$ cat config.mk
export PLATFORM = sky130hd
export DESIGN_NAME = stx_etx_sum16_deframer
export DESIGN_NICKNAME = d
export VERILOG_FILES = /design/src/setx_pkg.sv /design/src/stx_etx_sum16_deframer.sv /design/src/setx_parser.sv
export SDC_FILE = /design/constraint.sdc
export NUM_CORES = 1
export LEC_CHECK = 0
export BUFFER_PORTS_ARGS = -buffer_cell sky130_fd_sc_hd__buf_2
export CAP_MARGIN = 20
export CORE_MARGIN = 1
export CORE_UTILIZATION = 35
export CTS_CLUSTER_DIAMETER = 80
export CTS_CLUSTER_SIZE = 12
export DETAILED_ROUTE_END_ITERATION = 6
export PLACE_DENSITY = 0.58
export SYNTH_ARGS = -nofsm -noshare
export SYNTH_HDL_FRONTEND = slang
export SYNTH_SLANG_ARGS = --single-unit
$ cat constraint.sdc
create_clock -name i_clk -period 6.2 [get_ports i_clk]
set_input_delay 0.93 -clock i_clk [delete_from_list [all_inputs] [get_ports i_clk]]
set_output_delay 0.93 -clock i_clk [all_outputs]
set_load 0.05 [all_outputs]
$ cat src/setx_pkg.sv
// ----------------------------------------------------------------------------
// setx_pkg
// Shared types and constants for the start/end marker deframer with a
// 16-bit additive checksum.
// ----------------------------------------------------------------------------
package setx_pkg;

    localparam int PAYLOAD_BYTES = 64;
    localparam int CNT_W         = $clog2(PAYLOAD_BYTES + 1);
    localparam int IDX_W         = 6;
    localparam int SUM_W         = 16;
    localparam int BYTE_W        = 8;
    localparam int CFG_ADDR_W    = 1;
    localparam int M_TDATA_W     = 32;

    localparam logic [CNT_W-1:0]  LAST_CNT        = CNT_W'(PAYLOAD_BYTES - 1);
    localparam logic [BYTE_W-1:0] START_RESET_VAL = 8'h02;
    localparam logic [BYTE_W-1:0] END_RESET_VAL   = 8'h03;

    typedef enum logic [CFG_ADDR_W-1:0] {
        REG_START_MARKER = 1'b0,
        REG_END_MARKER   = 1'b1
    } t_cfg_reg;

    typedef enum logic [2:0] {
        PH_HUNT = 3'd0,
        PH_DATA = 3'd1,
        PH_SUMH = 3'd2,
        PH_SUML = 3'd3,
        PH_END  = 3'd4
    } t_phase;

    typedef enum logic [1:0] {
        KIND_DATA     = 2'd0,
        KIND_GOOD     = 2'd1,
        KIND_BAD_SUM  = 2'd2,
        KIND_NO_END   = 2'd3
    } t_kind;

    typedef struct packed {
        logic              valid;
        t_kind             kind;
        logic [BYTE_W-1:0] data_byte;
        logic [IDX_W-1:0]  byte_index;
        logic [SUM_W-1:0]  computed_sum;
    } t_result;

endpackage

$ cat src/stx_etx_sum16_deframer.sv
// ----------------------------------------------------------------------------
// stx_etx_sum16_deframer
// Byte-stream deframer: start marker, fixed-length payload, 16-bit additive
// checksum (high byte first) and end marker, with a per-frame verdict.
// ----------------------------------------------------------------------------
// One byte is accepted per clock cycle while s_axis_tready is high; its
// result, if any, goes into a two-entry output buffer. The frame state and
// the 16-bit sum are updated in the accepting cycle; s_axis_tready falls
// only when both buffer entries are full. Payload bytes come out with kind 0
// and their index; the end byte gives one verdict (1 good, 2 checksum
// mismatch, 3 end marker missing) with the payload sum. Start and end marker values
// must be written via the cfg port only while idle; the block does not enforce it.
module stx_etx_sum16_deframer (
    input  logic                                i_clk,
    input  logic                                i_rst_n,
    input  logic                                i_cfg_we,
    input  logic [setx_pkg::CFG_ADDR_W-1:0]     i_cfg_addr,
    input  logic [setx_pkg::BYTE_W-1:0]         i_cfg_wdata,
    input  logic                                s_axis_tvalid,
    output logic                                s_axis_tready,
    input  logic [7:0]                          s_axis_tdata,  // [7:0] in_byte
    output logic                                m_axis_tvalid,
    input  logic                                m_axis_tready,
    // [7:0] data_byte, [13:8] byte_index, [29:14] computed_sum, [31:30] zero
    output logic [setx_pkg::M_TDATA_W-1:0]      m_axis_tdata,
    output logic [1:0]                          m_axis_tuser   // [1:0] kind
);

    logic [setx_pkg::BYTE_W-1:0] r_start_marker;
    logic [setx_pkg::BYTE_W-1:0] r_end_marker;

    logic                        s_accept;
    logic                        pop;
    setx_pkg::t_result           res;

    logic                        r_out_valid;
    setx_pkg::t_result           r_out;
    logic                        r_skid_valid;
    setx_pkg::t_result           r_skid;

    // config registers
    always_ff @(posedge i_clk) begin
        if (!i_rst_n) begin
            r_start_marker <= setx_pkg::START_RESET_VAL;
            r_end_marker   <= setx_pkg::END_RESET_VAL;
        end else if (i_cfg_we) begin
            case (setx_pkg::t_cfg_reg'(i_cfg_addr))
                setx_pkg::REG_START_MARKER: r_start_marker <= i_cfg_wdata;
                setx_pkg::REG_END_MARKER:   r_end_marker   <= i_cfg_wdata;
                default: begin
                end
            endcase
        end
    end

    assign s_axis_tready = !r_skid_valid;
    assign s_accept      = s_axis_tvalid && s_axis_tready;
    assign pop           = r_out_valid && m_axis_tready;

    setx_parser u_parser (
        .i_clk          (i_clk),
        .i_rst_n        (i_rst_n),
        .i_accept       (s_accept),
        .i_byte         (s_axis_tdata),
        .i_start_marker (r_start_marker),
        .i_end_marker   (r_end_marker),
        .o_result       (res)
    );

    // two-entry output buffer
    always_ff @(posedge i_clk) begin
        if (!i_rst_n) begin
            r_out_valid  <= 1'b0;
            r_skid_valid <= 1'b0;
        end else begin
            if (pop || !r_out_valid) begin
                if (r_skid_valid) begin
                    r_out_valid  <= 1'b1;
                    r_skid_valid <= 1'b0;
                end else begin
                    r_out_valid  <= res.valid;
                end
            end else if (res.valid) begin
                r_skid_valid <= 1'b1;
            end
        end
    end

    always_ff @(posedge i_clk) begin
        if (pop || !r_out_valid) begin
            if (r_skid_valid) begin
                r_out <= r_skid;
            end else if (res.valid) begin
                r_out <= res;
            end
        end else if (res.valid) begin
            r_skid <= res;
        end
    end

    assign m_axis_tvalid = r_out_valid;
    assign m_axis_tuser  = r_out.kind;
    assign m_axis_tdata  = {2'b00, r_out.computed_sum, r_out.byte_index, r_out.data_byte};

    // a full buffer never takes a new result
    a_no_overflow: assert property (@(posedge i_clk) disable iff (!i_rst_n)
        !(r_skid_valid && res.valid))
        else $error("result arrived while output buffer full");

    a_skid_implies_out: assert property (@(posedge i_clk) disable iff (!i_rst_n)
        r_skid_valid |-> r_out_valid)
        else $error("skid entry held with empty output entry");

    a_data_no_sum: assert property (@(posedge i_clk) disable iff (!i_rst_n)
        (r_out_valid && r_out.kind == setx_pkg::KIND_DATA) |-> (r_out.computed_sum == '0))
        else $error("payload result carries a sum");

    a_verdict_clean: assert property (@(posedge i_clk) disable iff (!i_rst_n)
        (r_out_valid && r_out.kind != setx_pkg::KIND_DATA)
            |-> (r_out.data_byte == '0 && r_out.byte_index == '0))
        else $error("verdict carries payload fields");

endmodule

$ cat src/setx_parser.sv
// ----------------------------------------------------------------------------
// setx_parser
// Frame state machine: hunts for the start marker, passes payload bytes on
// with their index, collects the checksum and gives the frame verdict.
// ----------------------------------------------------------------------------
module setx_parser (
    input  logic                          i_clk,
    input  logic                          i_rst_n,
    input  logic                          i_accept,
    input  logic [setx_pkg::BYTE_W-1:0]   i_byte,
    input  logic [setx_pkg::BYTE_W-1:0]   i_start_marker,
    input  logic [setx_pkg::BYTE_W-1:0]   i_end_marker,
    output setx_pkg::t_result             o_result
);

    setx_pkg::t_phase                 r_phase, n_phase;
    logic [setx_pkg::CNT_W-1:0]       r_count, n_count;
    logic [setx_pkg::SUM_W-1:0]       r_sum, n_sum;
    logic [setx_pkg::SUM_W-1:0]       r_rx_sum, n_rx_sum;

    // next state
    always_comb begin
        n_phase  = r_phase;
        n_count  = r_count;
        n_sum    = r_sum;
        n_rx_sum = r_rx_sum;
        if (i_accept) begin
            case (r_phase)
                setx_pkg::PH_DATA: begin
                    n_sum   = r_sum + setx_pkg::SUM_W'(i_byte);
                    n_count = r_count + 1'b1;
                    if (r_count == setx_pkg::LAST_CNT) begin
                        n_phase = setx_pkg::PH_SUMH;
                    end
                end
                setx_pkg::PH_SUMH: begin
                    n_rx_sum = {i_byte, 8'h00};
                    n_phase  = setx_pkg::PH_SUML;
                end
                setx_pkg::PH_SUML: begin
                    n_rx_sum = {r_rx_sum[15:8], i_byte};
                    n_phase  = setx_pkg::PH_END;
                end
                setx_pkg::PH_END: begin
                    n_phase  = setx_pkg::PH_HUNT;
                    n_count  = '0;
                    n_sum    = '0;
                    n_rx_sum = '0;
                end
                default: begin
                    if (i_byte == i_start_marker) begin
                        n_phase  = setx_pkg::PH_DATA;
                        n_count  = '0;
                        n_sum    = '0;
                        n_rx_sum = '0;
                    end else begin
                        n_phase = setx_pkg::PH_HUNT;
                    end
                end
            endcase
        end
    end

    // result for the accepted byte
    always_comb begin
        o_result              = '0;
        o_result.kind         = setx_pkg::KIND_DATA;
        if (i_accept) begin
            case (r_phase)
                setx_pkg::PH_DATA: begin
                    o_result.valid      = 1'b1;
                    o_result.kind       = setx_pkg::KIND_DATA;
                    o_result.data_byte  = i_byte;
                    o_result.byte_index = setx_pkg::IDX_W'(r_count);
                end
                setx_pkg::PH_END: begin
                    o_result.valid        = 1'b1;
                    o_result.computed_sum = r_sum;
                    if (i_byte != i_end_marker) begin
                        o_result.kind = setx_pkg::KIND_NO_END;
                    end else if (r_rx_sum != r_sum) begin
                        o_result.kind = setx_pkg::KIND_BAD_SUM;
                    end else begin
                        o_result.kind = setx_pkg::KIND_GOOD;
                    end
                end
                default: begin
                    o_result.valid = 1'b0;
                end
            endcase
        end
    end

    always_ff @(posedge i_clk) begin
        if (!i_rst_n) begin
            r_phase  <= setx_pkg::PH_HUNT;
            r_count  <= '0;
            r_sum    <= '0;
            r_rx_sum <= '0;
        end else begin
            r_phase  <= n_phase;
            r_count  <= n_count;
            r_sum    <= n_sum;
            r_rx_sum <= n_rx_sum;
        end
    end

endmodule

==> results of run 1 <==
## sequential cells by signal, indices dropped and copies added, names as in the netlist
| name | flops |
|---|---|
| r_start_marker | 8 |
| m_axis_tdata | 30 |
| r_skid | 32 |
| u_parser.r_rx_sum | 16 |
| u_parser.r_count | 7 |
| u_parser.r_sum | 16 |
| r_skid_valid | 1 |
| u_parser.r_phase | 3 |
| m_axis_tuser | 2 |
| r_end_marker | 8 |
| m_axis_tvalid | 1 |
## worst reg2reg max path: stages (launching register included)
cell and delay, ps:
dfxtp_1 500, or3b_2 610, nor2_1 530, buf_4 300
nand2_1 60, or3_1 310, a31oi_1 220
## through the flow
step | util, % | setup WS [ps] | cell area (sq um)
after floorplan | - | 2340 | 5570
after global placement | 39.3 | 2860 | 6040
after detailed placement | 39.3 | 2820 | 6040
after CTS | 42.8 | 3260 | 6580
after global routing | 42.9 | 3030 | 6590
final | 42.9 | 3260 | 6590
## placed cells by master (no fill, tap or decap), types with 4 or more instances in the layout
cell type	count
or4_1	12
edfxtp_1	64
nor3_1	6
a22o_1	16
a21o_1	34
dfxtp_1	60
nand2b_1	5
xor2_1	17
and2_1	31
o31ai_1	10
o21a_1	6
nor2b_1	5
ha_1	9
nand4_1	10
or3_1	9
nor2_1	12
nand3_1	12
clkbuf_1	4
o21ai_0	19
clkinv_1	6
buf_4	7
a21oi_1	40
inv_1	6
nand2_1	45
and3_1	4
clkbuf_16	17
xnor2_1	17
buf_2	55
## worst paths after layout
path,end,slack (ps),cells after the start
worst max-delay path,u_parser.r_rx_sum[4],3260,4
worst min-delay path,r_end_marker[5],470,2
worst max register to register,u_parser.r_sum[6],3550,6
worst min register to register,r_end_marker[5],470,2
## cells by family (layout without fill, tap and decap cells)
group                    count (synthesis)  count (layout)  synth area share, %
adder cells (fa/ha/maj)                 10              10                 2.38
buffers and inverters                   33             102                 2.59
XOR/XNOR                                34              34                 5.35
AO/OA/AOI/OAI                          145             145                 17.5
flip-flops                             124             124                 56.1
AND/OR/NAND/NOR                        162             162                 16.0
other                                    1               2               0.0674
## per-layer routing
metal / GRT usage (%) / routed length [um] / vias up
met5: 0 / 0 / -
met4: 8.86 / 399 / 0
met3: 4.55 / 763 / 24
met2: 26.0 / 6010 / 138
met1: 22.2 / 5910 / 2006
li1: - / - / 1999
## power groups by stage
stage	combinational, mW	sequential (mW)	clock, mW
floorplan	0.0726	0.911	0
global placement	0.122	0.899	0
detailed placement	0.124	0.899	0
CTS	0.125	0.883	0.932
global route	0.136	0.884	0.966
finish	0.125	0.883	0.908
## area by class of cell
cell class,count,area share [%]
Clock buffer,21,6.68
Clock inverter,11,1.54
Inverter,7,0.399
Multi-Input combinational cell,353,34.9
Sequential cell,124,47.4
Tap cell,211,4.01
Timing Repair Buffer,63,5.05
==> impl_metrics.ini, run 1 <==
[sta]
fmax_mhz = 340
fin_setup_tns_ps = 0
worst_pin_slew_ps = 1020
finClkSkew_ps = 10.1
timing.final.crit_share_pct = 47.5
drv_slew = 0
setup_viol = 0
rsz0062_at_grt = no
period_minus_slack_ps = 2940
maxSlewHeadroom_pct = 31.3
finalHoldViolCount = 0
whs_ps = 469

[drt]
drc = 0
via_per_inst = 5.27
num_vias = 4167
wl_mm = 13.1
drtAntennaViolNets = 0
wl_per_cell_um = 16.6
dr.first_iter.drc_count = 213
drtPass1Iterations = 5

[place]
io_buffers = 55
place_inst = 756
post-dp-hpwl_mm = 9.07
globalplace.congestion = 0.900

[floorplan]
die_width_um = 128
rows = 45
die_area_sq_um = 16400
core_area_sq_um = 15400
io_pins = 58
fp.dieH_um = 128
start_util_pct = 36.2

[cts]
cts_setup_buffers = 0
cts_tree = done
cts.sinks = 124
cts_resized = 0
numCtsBuffers = 17
clk_pin_slew_worst_paths_ps = 50
cts_hold_buf = 0
cts_root_buf = clkbuf_16
htree_levels = 4
cts_buffer_depth = 2
clk_latency_ps = 410

[synthesis]
netlist_instances = 509
yosysTopAreaCell = edfxtp_1
ys_types = 52
synth_common_cells = 64 x edfxtp_1, 60 x dfxtp_1, 45 x nand2_1
netlist.area_leader.share_pct = 34.5
synth_ff_type = edfxtp_1
syn_area_per_cell_sq_um = 10.9
async_reset_ff_share_pct = 0
ys_seq_elements = 124
ys_seq_area_share_pct = 56.1
synth_area_leaders = edfxtp_1 35%, dfxtp_1 22%, a21o_1 4.6%
synth_warnings = 0
syn-cell-area_sq_um = 5560
synth_edf_count = 64
synth_most_common_cell = edfxtp_1

[worst_hold_path]
worstHoldStart = r_end_marker[5]
hold_class = reg2reg

[grt]
grt.total_usage_pct = 17.0
grt_pass1_wl_mm = 21.1
overflow = 0
grt_pass1_vias = 4025
grt_max_degree = 37
antenna_found_initial = 0

[power_and_ir_drop]
power_frac_comb_pct = 6.5
cell_internal_pwr_mw = 1.49
pwr-share-clk_pct = 47.4
switching_share_pct = 22.3
power_mw = 1.92
ir_drop_v = 0.000169
power_frac_seq_pct = 46.1
p_leak_nw = 2.69
cellPowerDensity_nw_per_um2 = 291
p_sw_mw = 0.427

[worst_setup_path]
crit_path_top_delay_cell = nor4_2
critPathTopFamily = simple AND/OR/NAND/NOR gates
arrival_ps = 3290
path_cells = buf_2 -> clkinv_1 -> nor4_2 -> a22o_1
worst_path_largest_cell_delay_ps = 1100
cp-startpoint = i_rst_n
worstSetupPathType = in2reg
crit_required_ps = 6550
critPathBufInv = 2
endpoint_kind = flop
cp_max_fo = 27
r2r-start = u_parser.r_phase[0]
startpoint_type = primary input

[layout]
drive_above_1_share_pct = 16.1
seq_area_sq_um = 3120
multi_input_comb_area_sq_um = 2300
area_growth_pct = 18.5
n_antenna_cell = 0
fillers = 1475
instances_no_fill = 790
nets = 598

[outcome]
status = complete, no violations

[run]
drv_cap = 0
No activity file was read; power rests on OpenSTA's default activity.
==> inputs of run 2 (changes only) <==
- PLACE_DENSITY: 0.58 -> 0.6
- clock period: 6.2 -> 2.5 ns (I/O delays scaled with it)
==> run 2 against run 1 <==
Compared with the run above: the flow now finishes with violations (DRC); combinational power grew to 2.7 times the previous value; routed wire length grew 2.0%; first-iteration DRC count grew 2.8%; worst setup slack lost 3100 ps; clock skew shrank 2.1 ps; hold slack lost 260 ps; sequential cell count is the same; critical path depth grew 4; largest power group unchanged.
==> impl_metrics.ini, run 2 (synthesis gave the netlist of run 1 again) <==
[place]
post-dp-hpwl_mm = 9.39
place_ws_ps = -81.6
io_buffers = 55
globalplace.congestion = 0.884
place_inst = 777

[sta]
fin_ws_ps = 154
period_minus_slack_ps = 2350
worst_pin_slew_ps = 755
finClkSkew_ps = 7.93
finalHoldViolCount = 0
fmax_mhz = 426
maxSlewHeadroom_pct = 49.7
rsz0062_at_grt = no
setup_viol = 0
drv_slew = 0
timing.final.crit_share_pct = 93.8

[layout]
area_growth_pct = 23.2
regMostFlops = r_skid
drive_above_1_share_pct = 20.2
instances_no_fill = 809
n_antenna_cell = 0
final_core_util_pct = 44.6
mostFrequentLayoutCells = 64 x edfxtp_1, 59 x dfxtp_1, 55 x buf_2, 45 x nand2_1, 40 x a21oi_1
nets = 617
final_common_cell = edfxtp_1
largest_reg_flops = 32

[cts]
cts_root_buf = clkbuf_16
clk_pin_slew_worst_paths_ps = 50
cts.sinks = 124
cts_tree = done
htree_levels = 4
cts_hold_buf = 0
clk_latency_ps = 420
cts_buffer_depth = 2
numCtsBuffers = 17

[worst_setup_path]
crit_required_ps = 2850
endpoint_kind = flop
cp_max_fo = 8
worstSetupPathType = reg2reg
arrival_ps = 2690
startpoint_type = flop

[drt]
drc = 2
dr.first_iter.drc_count = 219
m1WireLength_mm = 6.02
wl_mm = 13.3
num_vias = 4210
routed-wl-met2_mm = 6.41
via_per_inst = 5.20
wl_per_cell_um = 16.5
drtPass1Iterations = 7
dr.max_layer_used = met4
wl_met3_um = 691
drtAntennaViolNets = 0

[grt]
grt_pass1_wl_mm = 21.3
antenna_found_initial = 0
grt.total_usage_pct = 17.2
grt_pass1_vias = 4057
grt_max_degree = 37
overflow = 0

[floorplan]
rows = 45
start_util_pct = 36.2
fp.dieH_um = 128
core_area_sq_um = 15400
die_width_um = 128
die_area_sq_um = 16400
io_pins = 58

[run]
drv_cap = 0

[power_and_ir_drop]
p_leak_nw = 2.83
ir_drop_v = 0.000423
cellPowerDensity_nw_per_um2 = 724

[worst_hold_path]
hold_class = in2reg

[outcome]
violations = DRC
status = complete, but fails checks
==> run 2: what timing repair did <==
item / CTS / global route
gates resized for setup: 0 / 5
endpoints found under the setup margin: 0 / 4
buffers inserted: 0 / 0
hold endpoints to repair: 0 / 0
==> run 2: where the power goes <==
group | internal [mW] | total (mW) | switching [mW]
logic | 0.111 | 0.341 | 0.230
clock network | 1.60 | 2.44 | 0.836
registers | 2.16 | 2.19 | 0.0253
total | 3.87 | 4.96 | 1.09
==> run 2: metal layers <==
metal | GRT usage [%] | vias to the layer above
met4 | 6.30 | 0
met3 | 4.72 | 21
li1 | - | 2047
met5 | 0 | -
met2 | 28.5 | 123
met1 | 21.3 | 2019
==> run 2: layout make-up <==
type	count	area, sq um
Clock buffer	26	510
Clock inverter	6	82.6
Fill cell	1452	8520
Inverter	7	26.3
Multi-Input combinational cell	353	2330
Sequential cell	124	3120
Tap cell	211	264
Timing Repair Buffer	82	515
==> run 2: worst max-delay path, stage by stage, from the launching register on <==
cell and delay (ps):
dfxtp_2 350, ha_2 200, inv_1 50, fa_1 410, nor2b_2 160, o31a_1 230
o221ai_4 180, or4_1 540, a21oi_1 160
==> run 2: through the flow <==
stage	area, sq um	power, mW	TNS (ps)	hold slack, ps
after global routing	6850	5.13	0	207
after detailed placement	6240	2.56	-277	461
after global placement	6240	2.56	-84.2	455
final	6850	4.96	0	209
after floorplan	5580	2.44	0	448
after CTS	6830	5.01	0	193
==> run 2: final timing paths <==
| path | depth (start not counted) | slack [ps] | from | endpoint |
|---|---|---|---|---|
| setup / recovery | 8 | 150 | u_parser.r_sum[0] | u_parser.r_sum[8] |
| hold / removal | 3 | 210 | i_cfg_wdata[0] | r_end_marker[0] |
| setup reg to reg | 8 | 150 | u_parser.r_sum[0] | u_parser.r_sum[8] |
| hold reg to reg | 2 | 470 | r_start_marker[5] | r_start_marker[5] |
